===== src/rtl/skpl_pkg.sv =====
// Package for the soft-knee peak limiter: field widths, reset values,
// configuration register indexes and the request payload types.
// No dependencies; imported by soft_knee_peak_limiter.
`timescale 1ns / 1ps

package skpl_pkg;

  localparam int SAMPLE_W = 24;
  localparam int LEVEL_W  = 23;
  localparam int GAIN_W   = 23;
  localparam int COEF_W   = 17;
  localparam int FRAC_W   = 22;
  localparam int CFG_W    = 23;
  localparam int CFG_IDX_W = 2;

  localparam int DIV_STEPS = GAIN_W;

  localparam logic [GAIN_W-1:0]  UNITY_GAIN = GAIN_W'(1 << FRAC_W);
  localparam logic [COEF_W-1:0]  COEF_ONE   = COEF_W'(1 << (COEF_W - 1));

  localparam logic [LEVEL_W-1:0] THRESHOLD_RST = LEVEL_W'(3355443);
  localparam logic [LEVEL_W-1:0] KNEE_RST      = LEVEL_W'(209715);
  localparam logic [COEF_W-1:0]  ATTACK_RST    = COEF_W'(6554);
  localparam logic [COEF_W-1:0]  RELEASE_RST   = COEF_W'(655);

  typedef enum logic [CFG_IDX_W-1:0] {
    REG_THRESHOLD = 2'd0,
    REG_KNEE      = 2'd1,
    REG_ATTACK    = 2'd2,
    REG_RELEASE   = 2'd3
  } cfg_reg_t;

  typedef struct packed {
    logic signed [SAMPLE_W-1:0] sample_in;
    logic                       block_end;
  } skpl_in_t;

  typedef struct packed {
    logic signed [SAMPLE_W-1:0] sample_out;
    logic [GAIN_W-1:0]          gain_now;
    logic                       block_end_out;
  } skpl_out_t;

endpackage


===== src/rtl/soft_knee_peak_limiter.sv =====
// Top level of the soft-knee peak limiter: request channels, configuration
// registers, bit-serial divider, gain smoothing and output scaling.
// Depends on skpl_pkg.
`timescale 1ns / 1ps

// A sample whose magnitude does not exceed the threshold skips the divider and
// goes straight to gain smoothing and scaling. A louder sample first runs two
// 23-step restoring divisions that share one bit-serial divider, one quotient
// bit per cycle; the second is skipped when the threshold and the knee quotient
// are both zero. The finished request waits in the output register, so a new
// sample is accepted while the previous result is stalled.
// Configuration may only be written while no sample is in flight.
module soft_knee_peak_limiter
  import skpl_pkg::*;
(
  input  logic                 clk,
  input  logic                 rst,
  input  logic                 cfg_wr_en,
  input  logic [CFG_IDX_W-1:0] cfg_addr,
  input  logic [CFG_W-1:0]     cfg_data,
  input  logic                 in_valid,
  output logic                 in_stall,
  input  skpl_in_t             in_data,
  output logic                 out_valid,
  input  logic                 out_stall,
  output skpl_out_t            out_data
);

  typedef enum logic [10:0] {
    S_IDLE   = 11'b00000000001,
    S_EXCESS = 11'b00000000010,
    S_PREP1  = 11'b00000000100,
    S_DIV1   = 11'b00000001000,
    S_PREP2  = 11'b00000010000,
    S_DIV2   = 11'b00000100000,
    S_SCALE  = 11'b00001000000,
    S_MULT   = 11'b00010000000,
    S_UPDATE = 11'b00100000000,
    S_APPLY  = 11'b01000000000,
    S_DONE   = 11'b10000000000
  } state_t;

  localparam logic [4:0] DIV_LAST = 5'(DIV_STEPS - 1);

  state_t state;

  logic [LEVEL_W-1:0] threshold;
  logic [LEVEL_W-1:0] knee_width;
  logic [COEF_W-1:0]  attack_coef;
  logic [COEF_W-1:0]  release_coef;
  logic [GAIN_W-1:0]  gain;

  logic [SAMPLE_W-1:0] mag;
  logic                neg;
  logic                bend;
  logic [SAMPLE_W:0]   rem;
  logic [SAMPLE_W-1:0] den;
  logic [GAIN_W-1:0]   quo;
  logic [4:0]          cnt;
  logic [GAIN_W-1:0]   tgt;
  logic [GAIN_W-1:0]   diff;
  logic [COEF_W-1:0]   coef_sel;
  logic                fall;
  logic [GAIN_W-1:0]   step;
  logic [SAMPLE_W-1:0] prod_hi;

  logic [SAMPLE_W-1:0]   raw;
  logic [SAMPLE_W:0]     exc;
  logic                  over;
  logic [SAMPLE_W+1:0]   trial;
  logic                  ge;
  logic [SAMPLE_W:0]     rem_sub;
  logic [SAMPLE_W:0]     rem_next;
  logic [GAIN_W-1:0]     quo_next;
  logic [SAMPLE_W-1:0]   den_sum;
  logic [GAIN_W+COEF_W-1:0] step_prod;
  logic [SAMPLE_W+GAIN_W-1:0] out_prod;
  logic [COEF_W-1:0]     att_clamp;
  logic [COEF_W-1:0]     rel_clamp;
  logic                  out_load;
  logic [SAMPLE_W-1:0]   res_signed;

  assign in_stall = (state != S_IDLE);
  assign out_load = (state == S_DONE) && (!out_valid || !out_stall);

  assign raw = in_data.sample_in;
  assign exc = {1'b0, mag} - {2'b0, threshold};
  assign over = !exc[SAMPLE_W] && (exc[SAMPLE_W-1:0] != '0);

  assign trial = {1'b0, rem} - {2'b0, den};
  assign ge = !trial[SAMPLE_W+1];
  assign rem_sub = ge ? trial[SAMPLE_W:0] : rem;
  assign rem_next = {rem_sub[SAMPLE_W-1:0], 1'b0};
  assign quo_next = {quo[GAIN_W-2:0], ge};

  assign den_sum = {1'b0, threshold} + {1'b0, quo};

  assign att_clamp = attack_coef[COEF_W-1] ? COEF_ONE : attack_coef;
  assign rel_clamp = release_coef[COEF_W-1] ? COEF_ONE : release_coef;

  assign step_prod = diff * coef_sel;
  assign out_prod = mag * gain;
  assign res_signed = neg ? (SAMPLE_W'(0) - prod_hi) : prod_hi;

  always_ff @(posedge clk) begin
    if (rst) begin
      threshold    <= THRESHOLD_RST;
      knee_width   <= KNEE_RST;
      attack_coef  <= ATTACK_RST;
      release_coef <= RELEASE_RST;
    end else if (cfg_wr_en) begin
      case (cfg_reg_t'(cfg_addr))
        REG_THRESHOLD: threshold    <= cfg_data[LEVEL_W-1:0];
        REG_KNEE:      knee_width   <= cfg_data[LEVEL_W-1:0];
        REG_ATTACK:    attack_coef  <= cfg_data[COEF_W-1:0];
        REG_RELEASE:   release_coef <= cfg_data[COEF_W-1:0];
        default: ;
      endcase
    end
  end

  always_ff @(posedge clk) begin
    if (rst) begin
      state     <= S_IDLE;
      gain      <= UNITY_GAIN;
      out_valid <= 1'b0;
      cnt       <= '0;
    end else begin
      if (out_load) begin
        out_valid <= 1'b1;
      end else if (out_valid && !out_stall) begin
        out_valid <= 1'b0;
      end
      case (state)
        S_IDLE: begin
          if (in_valid) begin
            state <= S_EXCESS;
          end
        end
        S_EXCESS: begin
          if (over) begin
            state <= S_PREP1;
          end else begin
            state <= S_SCALE;
          end
        end
        S_PREP1: begin
          cnt   <= '0;
          state <= S_DIV1;
        end
        S_DIV1: begin
          cnt <= cnt + 5'd1;
          if (cnt == DIV_LAST) begin
            state <= S_PREP2;
          end
        end
        S_PREP2: begin
          cnt <= '0;
          if (den_sum == '0) begin
            state <= S_SCALE;
          end else begin
            state <= S_DIV2;
          end
        end
        S_DIV2: begin
          cnt <= cnt + 5'd1;
          if (cnt == DIV_LAST) begin
            state <= S_SCALE;
          end
        end
        S_SCALE:  state <= S_MULT;
        S_MULT:   state <= S_UPDATE;
        S_UPDATE: begin
          gain  <= fall ? (gain - step) : (gain + step);
          state <= S_APPLY;
        end
        S_APPLY:  state <= S_DONE;
        S_DONE: begin
          if (out_load) begin
            state <= S_IDLE;
          end
        end
        default: state <= S_IDLE;
      endcase
    end
  end

  always_ff @(posedge clk) begin
    case (state)
      S_IDLE: begin
        neg  <= raw[SAMPLE_W-1];
        mag  <= raw[SAMPLE_W-1] ? (SAMPLE_W'(0) - raw) : raw;
        bend <= in_data.block_end;
      end
      S_EXCESS: begin
        rem <= {1'b0, exc[SAMPLE_W-1:0]};
        tgt <= UNITY_GAIN;
      end
      S_PREP1: begin
        den <= rem[SAMPLE_W-1:0] + {1'b0, knee_width};
      end
      S_DIV1, S_DIV2: begin
        rem <= rem_next;
        quo <= quo_next;
        if (state == S_DIV2 && cnt == DIV_LAST) begin
          tgt <= quo_next;
        end
      end
      S_PREP2: begin
        den <= den_sum;
        rem <= {2'b0, threshold};
        tgt <= '0;
      end
      S_SCALE: begin
        fall     <= (tgt < gain);
        diff     <= (tgt < gain) ? (gain - tgt) : (tgt - gain);
        coef_sel <= (tgt < gain) ? att_clamp : rel_clamp;
      end
      S_MULT: begin
        step <= step_prod[GAIN_W+COEF_W-2:COEF_W-1];
      end
      S_APPLY: begin
        prod_hi <= out_prod[FRAC_W+SAMPLE_W-1:FRAC_W];
      end
      S_DONE: begin
        if (out_load) begin
          out_data.sample_out    <= res_signed;
          out_data.gain_now      <= gain;
          out_data.block_end_out <= bend;
        end
      end
      default: ;
    endcase
  end

  // The smoothed gain only moves toward targets of at most unity.
  a_gain_bound: assert property (@(posedge clk) disable iff (rst)
    gain <= UNITY_GAIN)
    else $error("smoothed gain above unity");

  a_accept_start: assert property (@(posedge clk) disable iff (rst)
    in_valid && !in_stall |=> state == S_EXCESS)
    else $error("accepted request did not start processing");

  a_done_load: assert property (@(posedge clk) disable iff (rst)
    out_load |=> out_valid && state == S_IDLE)
    else $error("finished request not presented at the output");

  a_div_count: assert property (@(posedge clk) disable iff (rst)
    (state == S_DIV1 || state == S_DIV2) |-> cnt <= DIV_LAST)
    else $error("divider step count out of range");

endmodule


===== config.mk =====
export PLATFORM = sky130hd
export DESIGN_NAME = soft_knee_peak_limiter
export DESIGN_NICKNAME = d
export VERILOG_FILES = /design/src/rtl/skpl_pkg.sv /design/src/rtl/soft_knee_peak_limiter.sv
export SDC_FILE = /design/constraint.sdc
export NUM_CORES = 2
export LEC_CHECK = 0
export BUFFER_PORTS_ARGS = -buffer_cell sky130_fd_sc_hd__buf_2
export CAP_MARGIN = 5
export CORE_AREA = 2 2 361 363
export CTS_CLUSTER_SIZE = 20
export DETAILED_ROUTE_END_ITERATION = 10
export DIE_AREA = 0 0 363 365
export GPL_ROUTABILITY_DRIVEN = 0
export PLACE_DENSITY_LB_ADDON = 0.08
export SLEW_MARGIN = 15
export SYNTH_ARGS = -nofsm -noshare
export SYNTH_HDL_FRONTEND = slang
export SYNTH_SLANG_ARGS = --single-unit
export TNS_END_PERCENT = 30

===== constraint.sdc =====
create_clock -name clk -period 8.1 [get_ports clk]
set_clock_uncertainty 0.2 [all_clocks]
set_input_delay 1.62 -clock clk [delete_from_list [all_inputs] [get_ports clk]]
set_output_delay 1.62 -clock clk [all_outputs]
set_load 0.02 [all_outputs]

# Word-level counts from Yosys, hierarchy flattened

Cells that the tools add are included.

Register bits after elaboration: 377
Bits of input ports: 55
Output and inout bits: 50
Word-level logic and storage cells: 106

Add/subtract/negate cells: 11
Multipliers: 2
$lt $le $gt $ge: 1
Equal/unequal tests: 21
Multiplexer cells: 22
Reductions and logical operators: 25

Operators with widths:

| cell                                                                     | number |
|---|---|
| 11-bit case mux with 11 select lines                                     | 1 |
| 23-bit two-way mux                                                       | 4 |
| 25-bit case mux with 3 select lines                                      | 1 |
| 23-bit case mux with 3 select lines                                      | 1 |
| 23-bit subtractor                                                        | 3 |
| 17-bit two-way mux                                                       | 3 |
| 24-bit two-way mux                                                       | 2 |
| 24-bit case mux with 2 select lines                                      | 1 |
| 1-bit by 24-bit subtractor with 24-bit output (first input constant)     | 2 |
| 24-bit by 23-bit multiplier with 46-bit output                           | 1 |
| 11-bit two-way mux                                                       | 4 |
| 23-bit by 17-bit multiplier with 39-bit output                           | 1 |
| 25-bit by 24-bit subtractor with 26-bit output                           | 1 |
| 24-bit by 23-bit subtractor with 25-bit output                           | 1 |
| 23-bit by 23-bit adder with 24-bit output                                | 1 |
| 24-bit by 23-bit adder with 24-bit output                                | 1 |
| 24-bit logical NOT                                                       | 1 |
| 24-bit nonzero test                                                      | 1 |
| 23-bit adder                                                             | 1 |
| 23-bit less-than comparator                                              | 1 |
| 7-bit two-way mux                                                        | 2 |
| 2-bit AND reduction                                                      | 6 |
| 11-bit by 1-bit equality test with 1-bit output (second input constant)  | 1 |
| 11-bit by 10-bit equality test with 1-bit output (second input constant) | 1 |
| 26 further kinds                                                         | 40 |

# Depth between registers and ports, before layout

Depth in word-level cells: 5
Mapped depth: 30
Depth with buffers taken out: 28

# Worst setup path after synthesis

No wires, ideal clock.

Kind: flip-flop to flip-flop
Start: register gain[3]
End: register prod_hi[20] (data pin)
Library setup time: 0.258 ns
Arrival time: 6.800 ns
Data required time: 7.642 ns
Path slack: 0.842 ns
Cell stages (with the launch flop): 26
Path buffers: 2
Period minus slack after synthesis: 7.258 ns
Cell sequence: dfxtp_1 -> clkbuf_1 -> clkbuf_1 -> nand2_1 -> fa_1 -> fa_1 -> fa_1 -> fa_1 -> inv_1 -> fa_1 -> fa_1 -> inv_1 -> fa_1 -> inv_1 -> ha_1 -> and4_1 -> and3_1 -> a221oi_1 -> o21ai_1 -> a21o_1 -> a21o_1 -> a21oi_1 -> o21ai_1 -> or3_1 -> a21oi_1 -> xnor2_1

Cells in the longest elaborated chain, start to end: 1

RTL lines:

| what                                           | RTL line                      | source |
|---|---|---|
| start, declared                                | soft_knee_peak_limiter.sv:51  | `logic [GAIN_W-1:0] gain;` |
| start signal, assigned                         | soft_knee_peak_limiter.sv:174 | `gain <= fall ? (gain - step) : (gain + step);` |
| 24-bit by 23-bit multiplier with 46-bit output | soft_knee_peak_limiter.sv:102 | `assign out_prod = mag * gain;` |
| via out_prod[42]                               | soft_knee_peak_limiter.sv:77  | `logic [SAMPLE_W+GAIN_W-1:0] out_prod;` |
| end signal, assigned                           | soft_knee_peak_limiter.sv:223 | `prod_hi <= out_prod[FRAC_W+SAMPLE_W-1:FRAC_W];` |
| end, declared                                  | soft_knee_peak_limiter.sv:65  | `logic [SAMPLE_W-1:0] prod_hi;` |

The timed path passes the listed nets, and every way through them passes these cells.
A chain may end at the register's enable or synchronous reset.

# Final worst setup path

Start: register mag[10]
End: register prod_hi[20] (data pin)

Cells in the longest elaborated chain, start to end: 1

RTL lines:

| what                                           | RTL line                      | source |
|---|---|---|
| start, declared                                | soft_knee_peak_limiter.sv:53  | `logic [SAMPLE_W-1:0] mag;` |
| start signal, assigned                         | soft_knee_peak_limiter.sv:192 | `mag <= raw[SAMPLE_W-1] ? (SAMPLE_W'(0) - raw) : raw;` |
| 24-bit by 23-bit multiplier with 46-bit output | soft_knee_peak_limiter.sv:102 |  |
| via out_prod[42]                               | soft_knee_peak_limiter.sv:77  |  |

The timed path passes the listed nets, and every way through them passes these cells.

==> summary.txt <==
post-synth top area share -> 0.304
run status -> finished, final reports clean
fmax -> 129 MHz
Pwr Density -> 111 nW/um2
P_sw -> 2.01 mW
largest cells by area after synthesis -> fa_1, edfxtp_1, ha_1, inv_1, nand2_1
cell taking the most area after synthesis -> fa_1
DRC Markers -> 0
die height -> 365 um
CP Launch Type -> flip-flop
largest net degree at the start of global routing -> 80
synthesis-to-finish area growth -> 9.49%
GRT Overall Usage -> 0.225
Post-Syn Area -> 51000 um2
most frequent cell after synthesis -> inv_1
Post-Syn Nets -> 6841
first-pass GRT wire length -> 228000 um
WP buf/inv -> 3
hold path depth -> 0
Slew @ Worst Pin -> 1.12 ns
CP Capture Type -> flip-flop
setup TNS -> 0 ns
crit path cell chain -> buf_4 > and2_1 > fa_1 > inv_1 > fa_1 > inv_1 > fa_1 > fa_1 > fa_1 > fa_1 > fa_1 > ha_1 > and4_1 > and3_1 > a221oi_1 > o21ai_1 > a21o_1 > a21o_1 > a21oi_2 > o21ai_1 > or3_1 > a21oi_1 > xnor2_1
leakage power -> 25.9 nW
nets -> 6900
Post-synth ARST share -> 0
initial drt markers -> 2498
Max clock buf depth -> 3
Worst Hold Class -> reg -> reg
RSZ-0062 raised after global routing -> yes
Clk pwr share -> 0.412
number of clock sinks -> 377
Commonest cells post-synth -> inv_1, nand2_1, fa_1
#FFs+latches synth -> 377
Post-CTS Hold Buffers -> 0
final hold viol count -> 0
Primary FF master, synth -> edfxtp_1
Final setup violation count -> 0
I/O pin count -> 105
H-Tree Depth -> 2
EDFF count, synth -> 257
Syn Inst Count -> 5573
CTS clock-pin slew for the worst setup and hold paths -> 0.06 ns
dpl cells -> 7246
share of layout cells above drive strength 1 -> 0.0684
clock latency on the worst-skew pair -> 0.68 ns
maximum vdd drop -> 0.159 mV
clock period minus worst slack -> 7.74 ns
final period utilization -> 0.956
CTS tree -> built
Die X -> 363 um
Final Core Density -> 0.434
Syn. warnings -> 0
WS Path Type -> reg -> reg
Crit path arrival time -> 7.96 ns
number of global-route vias before repair -> 38.2k
Worst EP required -> 8.32 ns
core area -> 129000 um2
Seq/Total Area, Yosys -> 0.198
Clock Root Buffer -> clkbuf_16
CP delay by family, top -> adder cells
ANT nets after route -> 0
GRT overflow -> 0
Initial Utilization -> 0.396
Slew headroom -> 0.250
R2R Setup Slk -> 0.36 ns
WL per Instance -> 20.0 um
final slew viol count -> 0
worst-path fanout max -> 15
max cap viols -> 0
P_int -> 4.20 mW
initial antenna violation count -> 18
Sw Ratio -> 0.324
Die Area -> 132000 um2
total number of vias -> 37.5k
Crit path depth -> 23
TritonCTS buffer count -> 52
Avg Vias per Cell -> 5.10
R2R depth -> 23
WL final -> 147000 um
Core Rows -> 132
hpwl dp -> 120000 um
Sequential Power Share -> 0.364
CP peak stage delay -> 0.61 ns
CP most frequent cell -> fa_1
Post-Syn Area per Cell -> 9.15 um2
Comb pwr share -> 0.224
post-synthesis cell type count -> 86
Cell Count, Final, Fillers Out -> 7354
slowest cell on the critical path -> fa_1
first-pass detailed-route iteration total -> 5
IO Port Bufs -> 104
## cells in the final DEF (no fill, tap or decap), types with 39 or more instances in the layout
cell type / n
inv_1: 1010
a21oi_1: 224
nand3b_1: 45
xnor2_1: 172
buf_2: 103
dfxtp_1: 117
clkbuf_16: 53
fa_1: 775
nand3_1: 45
nor2_1: 192
o21ai_1: 53
o21ai_0: 87
a21o_1: 68
ha_1: 438
edfxtp_1: 257
xor2_1: 53
buf_4: 150
nand2_1: 894
nor3_1: 39
nand2b_1: 53
and2_1: 341
## flip-flops by register name, indices dropped and copies added, names as in the netlist, 24 cells and up
name,flops
rem,25
prod_hi,24
mag,24
den,24
out_data,48
## timing repair
item	CTS	global route
setup endpoints to repair	0	9
setup buffers	0	6
hold endpoints to repair	0	0
resized for setup	0	5
## metal layers
layer	routed length, um	up-vias	share of wire	track usage
met2	71300	714	0.48	0.381
met1	65500	19000	0.45	0.304
li1	-	17700	-	-
met3	6240	179	0.042	0.0271
met5	44	-	0.00030	0
met4	4060	8	0.028	0.0620
## logic make-up (layout without fill, tap and decap cells)
logic type / after synthesis / count (layout) / synth area share
muxes: 35 / 35 / 0.00689
buffers and inverters: 1265 / 1368 / 0.0932
AOI/OAI and AO/OA: 682 / 682 / 0.0848
and+or+nand+nor: 1776 / 1776 / 0.166
adders and majority gates: 1213 / 1213 / 0.412
other: 0 / 3 / 0
DFF: 377 / 377 / 0.198
xor gates and xnor gates: 225 / 225 / 0.0386
## power groups by stage
stage | clock network, mW | registers, mW | logic [mW]
floorplan | 0 | 2.24 | 0.935
global placement | 0 | 2.31 | 1.39
detailed placement | 0 | 2.31 | 1.39
CTS | 2.63 | 2.27 | 1.40
global route | 2.69 | 2.27 | 1.55
finish | 2.56 | 2.26 | 1.39
## final timing paths
path	from	to
worst max-delay path	mag[10]$_DFFE_PP_	prod_hi[20]$_DFFE_PP_
worst min-delay path	bend$_DFFE_PP_	out_data[0]$_DFFE_PP_
worst max register to register	mag[10]$_DFFE_PP_	prod_hi[20]$_DFFE_PP_
worst min register to register	bend$_DFFE_PP_	out_data[0]$_DFFE_PP_
## area by class of cell
type                       instances  area (um2)
fill                           12800       72800
multi-input combinational       3931       36200
sequential                       377       10100
inverter                        1012        3800
tap                             1675        2100
timing repair buffer             258        1730
clock buffer                      63        1400
clock inverter                    35         472
antenna                            3        7.51
## per-stage QoR
step | power, mW | setup slack (ns) | cell area (um2) | hold WS [ns]
2_1_floorplan | 3.17 | 0.842 | 51000 | 0.200
5_1_grt | 6.51 | -0.0101 | 55800 | 0.249
4_1_cts | 6.30 | 0.116 | 55800 | 0.226
3_5_place_dp | 3.70 | 0.0845 | 53900 | 0.214
6_report | 6.21 | 0.358 | 55800 | 0.222
3_3_place_gp | 3.69 | 0.200 | 53900 | 0.213
(Power assumes the default switching activity.)
